===== src/sv/c_bracket_balance_checker_core_macros.svh =====
// assertion helpers shared by the checker modules
`ifndef C_BRACKET_BALANCE_CHECKER_CORE_MACROS_SVH
`define C_BRACKET_BALANCE_CHECKER_CORE_MACROS_SVH

// same-cycle implication, off during reset
`define BCB_ASSERT_NOW(lbl, ante, cons, msg) \
	lbl: assert property (@(posedge clk) disable iff (!arst_n) (ante) |-> (cons)) \
		else $error(msg);

// next-cycle implication, off during reset
`define BCB_ASSERT_NEXT(lbl, ante, cons, msg) \
	lbl: assert property (@(posedge clk) disable iff (!arst_n) (ante) |=> (cons)) \
		else $error(msg);

`endif


===== src/sv/bcb_pkg.sv =====
package bcb_pkg;

	localparam int BALANCE_WIDTH = 16;

	typedef logic [BALANCE_WIDTH-1:0] bal_t;

	localparam logic [7:0] CH_BSLASH = 8'h5C;
	localparam logic [7:0] CH_QUOTE  = 8'h22;
	localparam logic [7:0] CH_SLASH  = 8'h2F;
	localparam logic [7:0] CH_STAR   = 8'h2A;
	localparam logic [7:0] CH_LPAREN = 8'h28;
	localparam logic [7:0] CH_RPAREN = 8'h29;
	localparam logic [7:0] CH_LBRACK = 8'h5B;
	localparam logic [7:0] CH_RBRACK = 8'h5D;
	localparam logic [7:0] CH_LBRACE = 8'h7B;
	localparam logic [7:0] CH_RBRACE = 8'h7D;

	localparam logic [1:0] KIND_PAREN   = 2'd0;
	localparam logic [1:0] KIND_BRACKET = 2'd1;
	localparam logic [1:0] KIND_BRACE   = 2'd2;

	localparam logic [1:0] REG_PLAIN   = 2'd0;
	localparam logic [1:0] REG_QUOTE   = 2'd1;
	localparam logic [1:0] REG_COMMENT = 2'd2;

	// balance update request from the scanner to the tally
	typedef struct packed {
		logic       count_en;
		logic [1:0] kind;
		logic       opening;
		logic [1:0] region;
		logic       wipe_quote;
		logic       wipe_comment;
	} bcb_cmd_t;

endpackage


===== src/sv/c_bracket_balance_checker_core.sv =====
// channel  | handshake           | word
// ---------+---------------------+----------------------------------------------
// in       | in_valid / in_ready | text_byte, end_of_text
// out      | out_valid/out_ready | paren_/bracket_/brace_unmatched, all_matched
//
// one byte per cycle sustained while the input stage does not hold; the last byte goes
// through the input register, then scan and tally into the result register
// reset clears the mode flags and the balances at once, no clearing pass
// the input stage holds only while a result still waits in the result register
// and the held byte is itself a last byte
`include "c_bracket_balance_checker_core_macros.svh"

module c_bracket_balance_checker_core (
	input  logic       clk,
	input  logic       arst_n,
	input  logic       in_valid,
	output logic       in_ready,
	input  logic [7:0] text_byte,
	input  logic       end_of_text,
	output logic       out_valid,
	input  logic       out_ready,
	output logic       paren_unmatched,
	output logic       bracket_unmatched,
	output logic       brace_unmatched,
	output logic       all_matched
);

	logic              valid_s1;
	logic [7:0]        byte_s1;
	logic              last_s1;
	logic              advance;
	logic              out_valid_q;
	logic [2:0]        unmatched_q;
	logic [2:0]        unmatched;
	bcb_pkg::bcb_cmd_t cmd;

	assign advance = valid_s1 && (!last_s1 || !out_valid_q || out_ready);
	assign in_ready = !valid_s1 || advance;

	always_ff @(posedge clk or negedge arst_n) begin
		if (!arst_n) begin
			valid_s1 <= 1'b0;
		end else if (in_ready) begin
			valid_s1 <= in_valid;
		end
	end

	always_ff @(posedge clk) begin
		if (in_ready && in_valid) begin
			byte_s1 <= text_byte;
			last_s1 <= end_of_text;
		end
	end

	bcb_scan u_scan (
		.clk         (clk),
		.arst_n      (arst_n),
		.step        (advance),
		.text_byte   (byte_s1),
		.end_of_text (last_s1),
		.cmd         (cmd)
	);

	bcb_tally u_tally (
		.clk         (clk),
		.arst_n      (arst_n),
		.step        (advance),
		.end_of_text (last_s1),
		.cmd         (cmd),
		.unmatched   (unmatched)
	);

	always_ff @(posedge clk or negedge arst_n) begin
		if (!arst_n) begin
			out_valid_q <= 1'b0;
		end else if (advance && last_s1) begin
			out_valid_q <= 1'b1;
		end else if (out_ready) begin
			out_valid_q <= 1'b0;
		end
	end

	always_ff @(posedge clk) begin
		if (advance && last_s1) begin
			unmatched_q <= unmatched;
		end
	end

	assign out_valid = out_valid_q;
	assign paren_unmatched = unmatched_q[0];
	assign bracket_unmatched = unmatched_q[1];
	assign brace_unmatched = unmatched_q[2];
	assign all_matched = ~|unmatched_q;

	`BCB_ASSERT_NOW(a_stall_cause, !in_ready,
		valid_s1 && last_s1 && out_valid_q && !out_ready, "input stalled without cause")
	`BCB_ASSERT_NEXT(a_result_loaded, advance && last_s1, out_valid,
		"last word did not produce a result")
	`BCB_ASSERT_NOW(a_flags_agree, out_valid,
		all_matched == !(paren_unmatched || bracket_unmatched || brace_unmatched),
		"summary flag disagrees with kind flags")

endmodule


===== src/sv/bcb_scan.sv =====
`include "c_bracket_balance_checker_core_macros.svh"

module bcb_scan (
	input  logic             clk,
	input  logic             arst_n,
	input  logic             step,
	input  logic [7:0]       text_byte,
	input  logic             end_of_text,
	output bcb_pkg::bcb_cmd_t cmd
);

	logic esc_q, iq_q, ic_q, ciq_q, qic_q, ps_q, pst_q;
	logic esc_n, iq_n, ic_n, ciq_n, qic_n, ps_n, pst_n;
	logic do_fresh;
	logic is_bracket;

	always_comb begin
		esc_n = esc_q;
		iq_n = iq_q;
		ic_n = ic_q;
		ciq_n = ciq_q;
		qic_n = qic_q;
		// at most one lookahead flag is ever set, and it is consumed by this byte
		ps_n = 1'b0;
		pst_n = 1'b0;
		do_fresh = 1'b0;
		is_bracket = 1'b0;
		cmd = '0;

		priority if (ps_q) begin
			if (text_byte == bcb_pkg::CH_STAR) begin
				// comment opener
				priority if (iq_q) begin
					iq_n = 1'b0;
					ciq_n = 1'b1;
				end else if (!ciq_q && !qic_q) begin
					ic_n = 1'b1;
				end else begin
				end
			end else begin
				do_fresh = 1'b1;
			end
		end else if (pst_q) begin
			if (text_byte == bcb_pkg::CH_SLASH) begin
				// comment closer
				priority if (ic_q) begin
					ic_n = 1'b0;
					cmd.wipe_comment = 1'b1;
				end else if (ciq_q) begin
					ciq_n = 1'b0;
					iq_n = 1'b1;
					cmd.wipe_comment = 1'b1;
				end else if (qic_q) begin
					qic_n = 1'b0;
					cmd.wipe_comment = 1'b1;
					cmd.wipe_quote = 1'b1;
				end else begin
				end
			end else begin
				do_fresh = 1'b1;
			end
		end else begin
			do_fresh = 1'b1;
		end

		if (do_fresh) begin
			priority if (text_byte == bcb_pkg::CH_BSLASH) begin
				esc_n = 1'b1;
			end else if (!esc_q && text_byte == bcb_pkg::CH_QUOTE) begin
				priority if (ic_q) begin
					ic_n = 1'b0;
					qic_n = 1'b1;
				end else if (ciq_q) begin
					ciq_n = 1'b0;
					cmd.wipe_quote = 1'b1;
					cmd.wipe_comment = 1'b1;
				end else if (qic_q) begin
					qic_n = 1'b0;
					ic_n = 1'b1;
					cmd.wipe_quote = 1'b1;
				end else if (iq_q) begin
					iq_n = 1'b0;
					cmd.wipe_quote = 1'b1;
				end else begin
					iq_n = 1'b1;
				end
			end else if (!esc_q && text_byte == bcb_pkg::CH_SLASH) begin
				ps_n = 1'b1;
			end else if (!esc_q && text_byte == bcb_pkg::CH_STAR
					&& (ic_q || ciq_q || qic_q)) begin
				pst_n = 1'b1;
			end else begin
				esc_n = 1'b0;
				is_bracket = 1'b1;
				unique case (text_byte)
					bcb_pkg::CH_LPAREN: begin
						cmd.kind = bcb_pkg::KIND_PAREN;
						cmd.opening = 1'b1;
					end
					bcb_pkg::CH_RPAREN: begin
						cmd.kind = bcb_pkg::KIND_PAREN;
					end
					bcb_pkg::CH_LBRACK: begin
						cmd.kind = bcb_pkg::KIND_BRACKET;
						cmd.opening = 1'b1;
					end
					bcb_pkg::CH_RBRACK: begin
						cmd.kind = bcb_pkg::KIND_BRACKET;
					end
					bcb_pkg::CH_LBRACE: begin
						cmd.kind = bcb_pkg::KIND_BRACE;
						cmd.opening = 1'b1;
					end
					bcb_pkg::CH_RBRACE: begin
						cmd.kind = bcb_pkg::KIND_BRACE;
					end
					default: begin
						is_bracket = 1'b0;
					end
				endcase
				cmd.count_en = is_bracket;
				priority if (ic_q || ciq_q) begin
					cmd.region = bcb_pkg::REG_COMMENT;
				end else if (iq_q || qic_q) begin
					cmd.region = bcb_pkg::REG_QUOTE;
				end else begin
					cmd.region = bcb_pkg::REG_PLAIN;
				end
			end
		end
	end

	always_ff @(posedge clk or negedge arst_n) begin
		if (!arst_n) begin
			esc_q <= 1'b0;
			iq_q <= 1'b0;
			ic_q <= 1'b0;
			ciq_q <= 1'b0;
			qic_q <= 1'b0;
			ps_q <= 1'b0;
			pst_q <= 1'b0;
		end else if (step) begin
			// the last word returns every mode flag to its idle value
			esc_q <= esc_n && !end_of_text;
			iq_q <= iq_n && !end_of_text;
			ic_q <= ic_n && !end_of_text;
			ciq_q <= ciq_n && !end_of_text;
			qic_q <= qic_n && !end_of_text;
			ps_q <= ps_n && !end_of_text;
			pst_q <= pst_n && !end_of_text;
		end
	end

	`BCB_ASSERT_NOW(a_one_lookahead, 1'b1, !(ps_q && pst_q), "both lookahead flags set")
	`BCB_ASSERT_NOW(a_count_excl_wipe, step && cmd.count_en,
		!cmd.wipe_quote && !cmd.wipe_comment, "count and wipe in the same word")

endmodule


===== src/sv/bcb_tally.sv =====
module bcb_tally (
	input  logic              clk,
	input  logic              arst_n,
	input  logic              step,
	input  logic              end_of_text,
	input  bcb_pkg::bcb_cmd_t cmd,
	output logic [2:0]        unmatched
);

	bcb_pkg::bal_t plain_q [3];
	bcb_pkg::bal_t quote_q [3];
	bcb_pkg::bal_t comment_q [3];
	bcb_pkg::bal_t plain_n [3];
	bcb_pkg::bal_t quote_n [3];
	bcb_pkg::bal_t comment_n [3];
	bcb_pkg::bal_t delta;
	bcb_pkg::bal_t total;

	// +1 for an opener, -1 for a closer, wrapping
	assign delta = cmd.opening ? bcb_pkg::bal_t'(1) : '1;

	always_comb begin
		total = '0;
		for (int k = 0; k < 3; k++) begin
			plain_n[k] = plain_q[k];
			quote_n[k] = cmd.wipe_quote ? '0 : quote_q[k];
			comment_n[k] = cmd.wipe_comment ? '0 : comment_q[k];
			if (cmd.count_en && cmd.kind == 2'(k)) begin
				unique case (cmd.region)
					bcb_pkg::REG_PLAIN:   plain_n[k] = plain_q[k] + delta;
					bcb_pkg::REG_QUOTE:   quote_n[k] = quote_q[k] + delta;
					bcb_pkg::REG_COMMENT: comment_n[k] = comment_q[k] + delta;
					default: begin
					end
				endcase
			end
			total = plain_n[k] + quote_n[k] + comment_n[k];
			unmatched[k] = |total;
		end
	end

	always_ff @(posedge clk or negedge arst_n) begin
		if (!arst_n) begin
			for (int k = 0; k < 3; k++) begin
				plain_q[k] <= '0;
				quote_q[k] <= '0;
				comment_q[k] <= '0;
			end
		end else if (step) begin
			for (int k = 0; k < 3; k++) begin
				plain_q[k] <= end_of_text ? '0 : plain_n[k];
				quote_q[k] <= end_of_text ? '0 : quote_n[k];
				comment_q[k] <= end_of_text ? '0 : comment_n[k];
			end
		end
	end

endmodule


===== config.mk =====
export PLATFORM = sky130hd
export DESIGN_NAME = c_bracket_balance_checker_core
export DESIGN_NICKNAME = d
export VERILOG_FILES = /design/src/sv/bcb_pkg.sv /design/src/sv/c_bracket_balance_checker_core.sv /design/src/sv/bcb_scan.sv /design/src/sv/bcb_tally.sv
export VERILOG_INCLUDE_DIRS = /design/src /design/src/sv
export SDC_FILE = /design/constraint.sdc
export NUM_CORES = 1
export LEC_CHECK = 0
export BUFFER_PORTS_ARGS = -buffer_cell sky130_fd_sc_hd__clkbuf_2
export CORE_MARGIN = 1.5
export CORE_UTILIZATION = 45
export DETAILED_ROUTE_END_ITERATION = 8
export PLACE_DENSITY = 0.57
export SYNTH_ARGS = -nofsm -noshare
export SYNTH_HDL_FRONTEND = slang
export SYNTH_SLANG_ARGS = --single-unit

===== constraint.sdc =====
create_clock -name clk -period 19.6 [get_ports clk]
set_clock_uncertainty 0.05 [all_clocks]
set_input_delay 2.94 -clock clk [delete_from_list [all_inputs] [get_ports clk]]
set_output_delay 2.94 -clock clk [all_outputs]
set_load 0.1 [all_outputs]

======== Word-level counts from Yosys, hierarchy flattened ========
Index checks and enable logic that the tools add are counted.
operators by class
  add/sub/neg operators ................... 15
  equality and inequality tests ........... 14
  mux-type cells .......................... 125
  reduce and logical (&&, ||, !) cells .... 42
operator list
  cell                                            number
  2-to-1 mux 16 bit                               34
  adder 16 bit                                    15
  2-to-1 mux 1 bit                                78
  OR reduction 16 bit                             3
  == test 8 x 6 -> 1 bit (second input constant)  5
  == test 8 x 7 -> 1 bit (second input constant)  5
  logical AND 1 bit                               18
  2-to-1 mux 6 bit                                3
  2-to-1 mux 8 bit                                2
  2-to-1 mux 2 bit                                7
  logical NOT 1 bit                               7
  logical OR 1 bit                                6
  OR reduction 3 bit                              2
  OR reduction 6 bit                              1
  == test 2 x 1 -> 1 bit (second input constant)  2
  == test 2 bit (second input constant)           2
  logical NOT 2 bit                               2
  case mux 2 bit (2 select lines)                 1
  OR reduction 2 bit                              2
  nonzero test 2 bit                              1
storage, ports and cells
  register bits ........................... 165
  input port bits ......................... 13
  output and inout port bits .............. 6
  word-level logic and storage cells ...... 217

======== Longest topological paths before layout ========
  depth in word-level cells ............... 20
  gate-level depth with buffers ........... 31
  gate-level depth less buffers ........... 28

======== Hierarchy ========
From an unflattened synthesis, not the netlist that was laid out.
second synthesis, totals
  cells, all modules ...................... 1993
  area total of the unflattened synthesis .. 17120.2 µm²
by module, submodules not included
  module                          instances  cells an instance  area an instance (µm²)  seq. area each (µm²)
  bcb_tally                       1          1888               15934.0                 3603.5
  bcb_scan                        1          82                 714.4                   175.2
  c_bracket_balance_checker_core  1          23                 471.7                   410.4

======== Worst setup path after synthesis ========
No wires, ideal clock.
  kind .................................... reg-to-reg
  start point ............................. reg byte_s1[1]
  end point ............................... reg unmatched_q[2] (data pin)
  setup time .............................. 0.261 ns
  arrival ................................. 7.122 ns
  data required time ...................... 19.289 ns
  path slack .............................. 12.166 ns
  stages on the path, launching flop included .. 30
  buffers on the path ..................... 3
  clock period less this slack ............ 7.434 ns
  cell sequence ........................... edfxtp_1 > nand4_1 > a211o_1 > buf_2 > inv_2 > buf_2 > fa_1 > nand3b_1 > a21oi_1 > o21ai_0 > a21boi_0 > o21ai_0 > a21boi_0 > o21ai_0 > a2bb2oi_1 > a22oi_1 > fa_1 > inv_1 > ha_1 > clkbuf_1 > nand3_1 > a211oi_1 > o41ai_1 > a21oi_1 > nor3b_1 > nor3_1 > a211oi_2 > xnor2_1 > xor2_1 > nand3b_1
on the way
  longest elaborated chain between the ends .. 17
  elaborated cells between the ends (all ways) .. 59
  those cells by class .................... 5 x add/sub; 13 x eq/ne; 30 x mux; 11 x reduce/logical
ends and longest elaborated chain
  item                                                                  RTL line                              text
  from (decl)                                                           c_bracket_balance_checker_core.sv:29  logic [7:0] byte_s1;
  from (signal assigned)                                                c_bracket_balance_checker_core.sv:50  byte_s1 <= text_byte;
  == test 8 x 6 -> 1 bit                                                bcb_scan.sv:44, bcb_scan.sv:87
  2-to-1 mux 2 bit                                                      bcb_scan.sv:44                        if (text_byte == bcb_pkg::CH_SLASH) begin
  2-to-1 mux 2 bit                                                      bcb_scan.sv:43                        end else if (pst_q) begin
  2-to-1 mux 2 bit                                                      bcb_scan.sv:30                        priority if (ps_q) begin
  2-to-1 mux 1 bit                                                      bcb_scan.sv:81                        end else if (iq_q) begin
  2-to-1 mux 1 bit                                                      bcb_scan.sv:77                        end else if (qic_q) begin
  2-to-1 mux 1 bit                                                      bcb_scan.sv:73                        end else if (ciq_q) begin
  2-to-1 mux 2 bit                                                      bcb_scan.sv:70                        priority if (ic_q) begin
  2-to-1 mux 2 bit                                                      bcb_scan.sv:69                        end else if (!esc_q && text_byte == bcb_pkg::CH_QUOTE) begin
  2-to-1 mux 8 bit                                                      bcb_scan.sv:67                        priority if (text_byte == bcb_pkg::CH_BSLASH) begin
  2-to-1 mux 8 bit *                                                    bcb_scan.sv:66                        if (do_fresh) begin
  parallel branches: the longest is 4 deep, another holds adder 16 bit  -
  adder 16 bit *                                                        bcb_tally.sv:37                       total = plain_n[k] + quote_n[k] + comment_n[k];
  OR reduction 16 bit *                                                 bcb_tally.sv:38                       unmatched[k] = |total;
  via u_tally.unmatched[2]                                              bcb_tally.sv:7                        output logic [2:0] unmatched
  to (signal assigned)                                                  c_bracket_balance_checker_core.sv:85  unmatched_q <= unmatched;
  to (decl)                                                             c_bracket_balance_checker_core.sv:33  logic [2:0] unmatched_q;
Mark *: on every way through the listed nets, which the timed path passes.
A chain may end at the register's enable or synchronous reset.

======== Final worst setup path ========
Ends and elaborated chain as after synthesis.

==> impl_metrics.env <==
export IMPL_grt_pass1_vias=14300
export IMPL_worstMarginPinSlew_ns=1.06
export IMPL_relSlewSlack=0.292
export IMPL_diodes=0
export IMPL_powerDensity_nw_per_um2=53.1
export IMPL_via_per_inst=5.95
export IMPL_finalNonFillerCells=2473
export IMPL_clk_pin_slew_ns=0.07
export IMPL_cts_resized=0
export IMPL_cts_hold_buf=0
export IMPL_grt_overflow=0
export IMPL_grt_max_degree=81
export IMPL_swShare=0.331
export IMPL_ys_types=82
export IMPL_path_buf_inv=3
export IMPL_layout_commonest_cell="nand2_1"
export IMPL_cts_sinks=165
export IMPL_fp_dieArea_um2=38200
export IMPL_numCtsBuffers=17
export IMPL_setup_viol=0
export IMPL_seqPwrFrac=0.387
export IMPL_final_layout_size_suffix_gt1_frac=0.0524
export IMPL_synthesis_area_um2=16600
export IMPL_synth_nets=2242
export IMPL_drt_iter0_drc=869
export IMPL_post_cts_setup_buffer_count=0
export IMPL_firstDrtPassIters=5
export IMPL_start_util=0.456
export IMPL_avgSynthCellArea_um2=8.33
export IMPL_clk_insertion_delay_late_ns=0.46
export IMPL_cp_start_kind="flop"
export IMPL_yosysTopAreaCell="dfrtp_1"
export IMPL_end_kind="flop"
export IMPL_crit_required_ns=19.76
export IMPL_hp_class="reg -> reg"
export IMPL_crit_fanout=61
export IMPL_crit_family="compound AO/OA/AOI/OAI gates"
export IMPL_die_y_um=195
export IMPL_cts_tree="done"
export IMPL_p_comb_frac=0.252
export IMPL_synth_area_top_cells="dfrtp_1 23%, ha_1 13%, fa_1 6.9%"
export IMPL_htreeDepth=4
export IMPL_finalCritPeriodShare=0.414
export IMPL_pwr_share_clk=0.361
export IMPL_ys_async_sr_fraction=0.927
export IMPL_crit_path_frequent_cell="o21ai_0"
export IMPL_finalHoldViolCount=0
export IMPL_synth_edf_count=12
export IMPL_io_pins=19
export IMPL_finalPower_mw=0.946
export IMPL_p_switching_mw=0.313
export IMPL_slowest_delay_ns=0.75
export IMPL_syn2layout_area_growth_pct=7.05
export IMPL_drv_cap=0
export IMPL_via_count=14700
export IMPL_coreArea_um2=36500
export IMPL_yosys_warnings=0
export IMPL_period_minus_slack_ns=8.11
export IMPL_nets=2236
export IMPL_grt_use_total=0.252
export IMPL_die_w_um=195
export IMPL_cp_slowest_cell="buf_4"
export IMPL_gp_congestion=0.861
export IMPL_hpwlAfterDp_um=33200
export IMPL_fillers=3463
export IMPL_yosysTopAreaCellShare=0.230
export IMPL_ys_seq_area_frac=0.252
export IMPL_status="finished clean"
export IMPL_drcViolationCount=0
export IMPL_antenna_found_initial=2
export IMPL_leakagePower_nw=8.19
export IMPL_synth_ff_type="dfrtp_1"
export IMPL_row_count=70
export IMPL_portBuffers=18
export IMPL_tns_ns=0
export IMPL_cts_root_buf="clkbuf_16"
export IMPL_cp_arrival_ns=8.26
export IMPL_peakVddDrop_uv=61.9
export IMPL_syn_inst=1998
export IMPL_wire_per_inst_um=18.9
export IMPL_clockBufferDepth=2
export IMPL_ys_ff_latch=165
export IMPL_ant_nets=0
export IMPL_drv_slew=0
export IMPL_fmax_mhz=123
export IMPL_grt_first_pass_wirelength_um=75800
export IMPL_rsz0062_at_grt="no"
export IMPL_crit_type="reg -> reg"
export IMPL_power_internal_mw=0.632
export IMPL_placed_cells=2441
export IMPL_final_cell_mix="209 x nand2_1, 194 x o21ai_0, 174 x ha_1"
export IMPL_wl_um=46700
metrics by stage:
step | worst slack (ns) | area, µm² | utilization | hold slack [ns]
after floorplan | 12.17 | 16600 | - | 0.419
after global placement | 11.83 | 17300 | 0.472 | 0.438
after detailed placement | 11.58 | 17300 | 0.472 | 0.453
after CTS | 11.55 | 17800 | 0.488 | 0.469
after global routing | 10.91 | 17800 | 0.488 | 0.491
final | 11.49 | 17800 | 0.488 | 0.464
metal layers:
layer	vias to the layer above	track usage	share of wire
met4	4	0.0738	0.019
met3	58	0.0434	0.045
met1	7100	0.336	0.47
li1	7235	-	-
met2	308	0.416	0.46
met5	-	0	0.00058
power groups by stage:
stage	logic (mW)	registers [mW]	clock network [mW]
after CTS	0.238	0.365	0.352
after global placement	0.234	0.372	0
after detailed placement	0.236	0.372	0
after floorplan	0.171	0.379	0
after global routing	0.267	0.367	0.363
final	0.238	0.366	0.342
flip-flops by register name, summed over array words and instances (netlist names):
signal	cells
u_scan.ps_q	1
u_scan.qic_q	1
u_tally.plain_q	48
u_tally.comment_q	48
unmatched_q	3
u_tally.quote_q	48
u_scan.ic_q	1
valid_s1	1
byte_s1	8
out_valid	1
u_scan.ciq_q	1
last_s1	1
u_scan.esc_q	1
u_scan.pst_q	1
u_scan.iq_q	1
area by class of cell:
| class | instances | area (µm²) | area share |
|---|---|---|---|
| well taps | 468 | 586 | 0.0329 |
| multi-input cells | 1647 | 11800 | 0.661 |
| repair buffers | 37 | 239 | 0.0134 |
| clock buffers | 17 | 425 | 0.0239 |
| flip-flops and latches | 165 | 4190 | 0.235 |
| clock inverters | 15 | 140 | 0.00786 |
| inverters | 124 | 465 | 0.0261 |
kinds of logic (layout without fill, tap and decap cells):
logic type	count (synthesis)	count (layout)	synth area share
and+or+nand+nor	611	611	0.172
xor gates and xnor gates	124	124	0.0661
adders and majority gates	231	231	0.199
buffers and inverters	186	193	0.0425
muxes	23	23	0.0143
DFF	165	165	0.252
AOI/OAI and AO/OA	658	658	0.255
Yosys cell counts, types with 17 or more instances:
| cell | instances |
|---|---|
| a21o_1 | 27 |
| o21a_1 | 19 |
| nand2_1 | 211 |
| xor2_1 | 43 |
| clkbuf_1 | 55 |
| inv_1 | 123 |
| ha_1 | 174 |
| mux2i_1 | 17 |
| o21ai_0 | 194 |
| a21oi_1 | 153 |
| a22oi_1 | 50 |
| nand3_1 | 41 |
| nor2_1 | 148 |
| nand2b_1 | 26 |
| a22o_1 | 51 |
| xnor2_1 | 80 |
| dfrtp_1 | 153 |
| nor2b_1 | 26 |
| and3_1 | 20 |
| o31ai_1 | 19 |
| nor3_1 | 64 |
| fa_1 | 57 |
worst reg2reg max path: cells and delay by family (launching register included):
family                     cells  cell delay (ns)
xor gates and xnor gates       2             0.32
buffers and inverters          3             1.31
adders and majority gates      3             1.49
and+or+nand+nor                7             1.10
AOI/OAI and AO/OA             13             3.14
DFF                            1             0.46
final timing paths:
path,slack (ns),endpoint,cells past startpoint,from
worst max-delay path,11.49,unmatched_q[2]$_DFFE_PP_,28,byte_s1[1]$_DFFE_PP_
worst min-delay path,0.46,u_tally.plain_q[22]$_DFFE_PN0P_,2,u_tally.plain_q[22]$_DFFE_PN0P_
worst max register to register,11.49,unmatched_q[2]$_DFFE_PP_,28,byte_s1[1]$_DFFE_PP_
worst min register to register,0.46,u_tally.plain_q[22]$_DFFE_PN0P_,2,u_tally.plain_q[22]$_DFFE_PN0P_
max in group asynchronous,15.85,u_tally.comment_q[46]$_DFFE_PN0P_,2,arst_n
min in group asynchronous,2.41,valid_s1$_DFFE_PN0N_,1,arst_n
(Power assumes the default switching activity.)
